**config.mk**
```make
export PLATFORM = sky130hd
export DESIGN_NAME = ffha_seg_ram
export DESIGN_NICKNAME = d
export VERILOG_FILES = /design/src/rtl/ffha_seg_ram.sv
export SDC_FILE = /design/constraint.sdc
export NUM_CORES = 2
export LEC_CHECK = 0
export ABC_AREA = 1
export BUFFER_PORTS_ARGS = -buffer_cell sky130_fd_sc_hd__buf_2
export CORE_UTILIZATION = 24
export CTS_CLUSTER_DIAMETER = 120
export DETAILED_ROUTE_END_ITERATION = 8
export PLACE_DENSITY_LB_ADDON = 0.05
export SYNTH_ARGS = -nofsm -noshare
export SYNTH_HDL_FRONTEND = slang
export SYNTH_SLANG_ARGS = --single-unit
```
**constraint.sdc**
```tcl
create_clock -name clock -period 5.7 [get_ports clock]
set_input_delay 0 -clock clock [delete_from_list [all_inputs] [get_ports clock]]
set_output_delay 0 -clock clock [all_outputs]
set_load 0.005 [all_outputs]
```
**src/rtl/ffha_seg_ram.sv**
```systemverilog
// ----------------------------------------------------------------------------
// ffha_seg_ram
// Segment table storage: one write port, one read port with registered data.
// ----------------------------------------------------------------------------
`default_nettype none

module ffha_seg_ram #(
   parameter int DEPTH = 64,
   parameter int WIDTH = 46,
   parameter int AW    = 6
) (
   input  wire logic             clock,
   input  wire logic             wr_en,
   input  wire logic [AW-1:0]    wr_addr,
   input  wire logic [WIDTH-1:0] wr_data,
   input  wire logic [AW-1:0]    rd_addr,
   output logic      [WIDTH-1:0] rd_data
);

   logic [WIDTH-1:0] mem [DEPTH];

   // write port
   always_ff @(posedge clock) begin
      if (wr_en) begin
         mem[wr_addr] <= wr_data;
      end
   end

   // registered read
   always_ff @(posedge clock) begin
      rd_data <= mem[rd_addr];
   end

endmodule

`default_nettype wire

```
==> load_flow_metrics.sql <==
INSERT INTO impl_metrics (metric_group, metric, value, unit) VALUES
('timing', 'layout_worst_path_cycle_share', '55.7', '%'),
('place', 'detailed_place.area', '128000', 'sq um'),
('clock_tree', 'tritoncts', 'done', ''),
('worst_setup_path', 'start_to_end_type_of_the_worst_setup_path', 'in -> reg', ''),
('logic_synthesis', 'synth.net_count', '9757', ''),
('die', 'coreArea', '494000', 'sq um'),
('finish', 'share_of_final_layout_standard_cells_stronger_than_drive_strength_1', '8.95', '%'),
('detailed_routing', 'route.detailed.vias_per_inst', '4.64', ''),
('logic_synthesis', 'yosysWarnings', '0', ''),
('detailed_routing', 'vias', '77900', ''),
('die', 'die_height', '707', 'um'),
('detailed_routing', 'wl_met1', '233000', 'um'),
('clock_tree', 'clock_tree.root_cell', 'sky130_fd_sc_hd__clkbuf_16', ''),
('die', 'die_area', '500000', 'sq um'),
('global_route', 'grt_pass1_vias', '76500', ''),
('worst_setup_path', 'crit_start', 'wr_addr[1]', ''),
('logic_synthesis', 'count_of_state_elements_after_synthesis', '2990', ''),
('timing', 'final_hold_viol_count', '0', ''),
('place', 'post-dp-hpwl', '267000', 'um'),
('timing', 'post-route-worst-setup-slack', '2530', 'ps'),
('min_path', 'min_delay_path_depth', '3', ''),
('timing', 'maxClockFrequency', '0.315', 'GHz'),
('clock_tree', 'cts-buffers-inserted', '367', ''),
('place', 'buffers_on_ports', '105', ''),
('clock_tree', 'cts_max_path_buffers', '4', ''),
('worst_setup_path', 'kind_of_capture_point_of_the_worst_setup_path', 'flop', ''),
('die', 'rows', '258', ''),
('finish', 'final_design_area_no_fill', '140000', 'sq um'),
('die', 'start_util', '24.1', '%'),
('detailed_routing', 'detail_route.drc_violations', '0', ''),
('timing', 'setup_repair_after_global_routing_missed_its_margin', 'no', ''),
('worst_setup_path', 'nature_of_the_critical_path_startpoint', 'primary input', ''),
('detailed_routing', 'drt_iter0_markers', '6861', ''),
('clock_tree', 'clock_sinks', '2990', ''),
('timing', 'tightest_slew', '1390', 'ps'),
('finish', 'filler_cell_count', '50600', ''),
('clock_tree', 'clk-insertion-delay-late', '990', 'ps'),
('logic_synthesis', 'avgSynthCellArea', '12.3', 'sq um'),
('detailed_routing', 'wl', '498000', 'um'),
('detailed_routing', 'met3RoutedLength', '22700', 'um'),
('worst_setup_path', 'worstPathMaxFanout', '25', ''),
('power_and_ir_drop', 'vdd_ir_drop_max', '206', 'uV'),
('timing', 'timing.max_slew.rel_slack', '7.03', '%'),
('timing', 'report.final.slew_viol_count', '0', ''),
('die', 'io_pins', '106', ''),
('detailed_routing', 'drt_first_pass_iters', '5', ''),
('global_route', 'number_of_antenna_violations_at_the_first_check_in_global_routing', '73', ''),
('finish', 'ff_latch_area', '89300', 'sq um'),
('die', 'die_width', '707', 'um'),
('detailed_routing', 'routed_wire_length_per_instance', '29.6', 'um'),
('clock_tree', 'cts.reportedPaths.clkPinSlew', '60', 'ps'),
('finish', 'multi_input_gate_area_in_the_final_layout', '26600', 'sq um'),
('clock_tree', 'cts_setup_buffers', '0', ''),
('timing', 'post-route-min-period', '3170', 'ps'),
('detailed_routing', 'drt.antenna.violating_nets', '0', ''),
('power_and_ir_drop', 'cellLeakagePower', '47.9', 'nW'),
('place', 'dp_slack', '2190', 'ps'),
('global_route', 'grt_overflow', '0', ''),
('detailed_routing', 'top_signal_layer_used', 'met5', ''),
('place', 'gp_routability_congestion', '0.729', ''),
('clock_tree', 'ctsHtreeMaxLevel', '5', ''),
('global_route', 'grt_pass1_wl', '676000', 'um'),
('min_path', 'hp-start', 'wr_en', ''),
('global_route', 'maximum_number_of_pins_on_one_net_before_global_route_repair', '171', ''),
('worst_setup_path', 'cp.arrival', '3770', 'ps'),
('worst_setup_path', 'r2r-start', 'mem[25][33]', ''),
('timing', 'worst_clock_skew', '44.2', 'ps'),
('worst_setup_path', 'ff2ff_path_depth', '8', ''),
('finish', 'finalNetCount', '9911', ''),
('power_and_ir_drop', 'cellPowerDensity', '360', 'nW/um^2'),
('logic_synthesis', 'unique_masters_post_synth', '17', ''),
('logic_synthesis', 'syn-cell-area', '119000', 'sq um'),
('logic_synthesis', 'postSynthCellCount', '9697', ''),
('timing', 'finalSetupTns', '0', 'ps'),
('logic_synthesis', 'synth_sequential_area_ratio', '74.9', '%'),
('timing', 'finalSetupViolations', '0', ''),
('global_route', 'grt_use_total', '19.4', '%'),
('outcome', 'run_status', 'finished, final reports clean', ''),
('min_path', 'worst_hold_path_type', 'in -> reg', ''),
('detailed_routing', 'route.met2.wl', '229000', 'um'),
('finish', 'syn2layout_area_growth', '17.2', '%'),
('flow_run', 'drv.max_cap_violation_count', '0', ''),
('worst_setup_path', 'timing.critical_path.required', '6300', 'ps');
-- metrics by stage --
step / cells / utilization [%] / power [mW] / hold WS, ps
4_1_cts: 16800 / 28.3 / 51.1 / 49.4
5_1_grt: 16800 / 28.3 / 52.0 / 116
3_5_place_dp: 16000 / 25.8 / 28.1 / 223
2_1_floorplan: 9697 / - / 26.4 / 98.9
6_report: 16800 / 28.3 / 50.3 / 159
3_3_place_gp: 16000 / 25.8 / 28.1 / 219
-- metal layers --
metal / vias up / GRT usage (%)
li1: 35000 / -
met1: 40300 / 27.4
met2: 2021 / 31.2
met3: 618 / 2.68
met4: 12 / 5.09
met5: - / 0
-- critical path, stage by stage --
cell                            delay (ps)
sky130_fd_sc_hd__dlygate4sd3_1         640
sky130_fd_sc_hd__buf_2                 260
sky130_fd_sc_hd__nand4_1               790
sky130_fd_sc_hd__nor2_4               1340
sky130_fd_sc_hd__buf_4                 660
-- layout make-up --
type	instances	share of cell area (%)
Antenna cell	21	0.0376
Clock buffer	491	7.11
Clock inverter	172	1.03
Inverter	12	0.0734
Multi-Input combinational cell	6050	19.1
Sequential cell	2990	63.9
Tap cell	6630	5.93
Timing Repair Buffer	430	2.85
-- power breakdown --
group | switching, mW | internal, mW
sequential | 0.145 | 24.3
combinational | 2.43 | 0.703
clock | 9.70 | 13.0
-- Yosys cell counts --
| library cell | number | area share (%) |
|---|---|---|
| sky130_fd_sc_hd__buf_4 | 69 | 0.43 |
| sky130_fd_sc_hd__nor2_1 | 56 | 0.18 |
| sky130_fd_sc_hd__inv_4 | 2 | 0.010 |
| sky130_fd_sc_hd__clkbuf_1 | 99 | 0.31 |
| sky130_fd_sc_hd__inv_1 | 8 | 0.025 |
| sky130_fd_sc_hd__dfxtp_1 | 46 | 0.77 |
| sky130_fd_sc_hd__buf_12 | 1 | 0.017 |
| sky130_fd_sc_hd__buf_1 | 48 | 0.15 |
| sky130_fd_sc_hd__buf_8 | 3 | 0.038 |
| sky130_fd_sc_hd__nand2_1 | 3246 | 10 |
| sky130_fd_sc_hd__inv_2 | 2 | 0.0063 |
| sky130_fd_sc_hd__nand4_1 | 9 | 0.047 |
| sky130_fd_sc_hd__buf_2 | 357 | 1.5 |
| sky130_fd_sc_hd__nor4_1 | 8 | 0.042 |
| sky130_fd_sc_hd__edfxtp_1 | 2944 | 74 |
| sky130_fd_sc_hd__nand3_1 | 2731 | 11 |
| sky130_fd_sc_hd__buf_6 | 68 | 0.64 |
-- state kept, by name (all words and copies together) (netlist names) --
signal   cells
mem       2944
rd_data     46
-- layout by cell type (no fill, tap or decap), types with 6 or more instances in the layout --
| master | count |
|---|---|
| sky130_fd_sc_hd__buf_12 | 56 |
| sky130_fd_sc_hd__buf_2 | 66 |
| sky130_fd_sc_hd__buf_4 | 229 |
| sky130_fd_sc_hd__bufinv_16 | 18 |
| sky130_fd_sc_hd__clkbuf_1 | 101 |
| sky130_fd_sc_hd__clkbuf_16 | 372 |
| sky130_fd_sc_hd__clkbuf_8 | 19 |
| sky130_fd_sc_hd__clkinv_1 | 80 |
| sky130_fd_sc_hd__clkinv_2 | 51 |
| sky130_fd_sc_hd__clkinv_8 | 6 |
| sky130_fd_sc_hd__dfxtp_1 | 46 |
| sky130_fd_sc_hd__diode_2 | 21 |
| sky130_fd_sc_hd__dlygate4sd3_1 | 74 |
| sky130_fd_sc_hd__edfxtp_1 | 2944 |
| sky130_fd_sc_hd__inv_1 | 6 |
| sky130_fd_sc_hd__inv_16 | 7 |
| sky130_fd_sc_hd__inv_6 | 7 |
| sky130_fd_sc_hd__nand2_1 | 3246 |
| sky130_fd_sc_hd__nand3_1 | 2731 |
| sky130_fd_sc_hd__nand4_1 | 9 |
| sky130_fd_sc_hd__nor2_4 | 56 |
| sky130_fd_sc_hd__nor4_2 | 8 |
-- logic make-up (layout without fill, tap and decap cells) --
logic type | count (synthesis) | in the layout | synth area share (%)
and+or+nand+nor | 6050 | 6050 | 21.9
DFF | 2990 | 2990 | 74.9
buffers and inverters | 657 | 1105 | 3.13
other | 0 | 21 | 0
-- path summary, 6_finish.rpt --
check	to	slack [ps]
min	mem[2][17]	160
max	mem[23][3]	2530
min reg2reg	rd_data[40]	800
max reg2reg	rd_data[33]	3830
-- repair_timing --
action,4_1_cts,5_1_grt
endpoints found under the setup margin,0,0
endpoints found under the hold margin,3214,0
gates resized for setup,0,0
hold buffers,74,0
No activity file was read; power rests on OpenSTA's default activity.
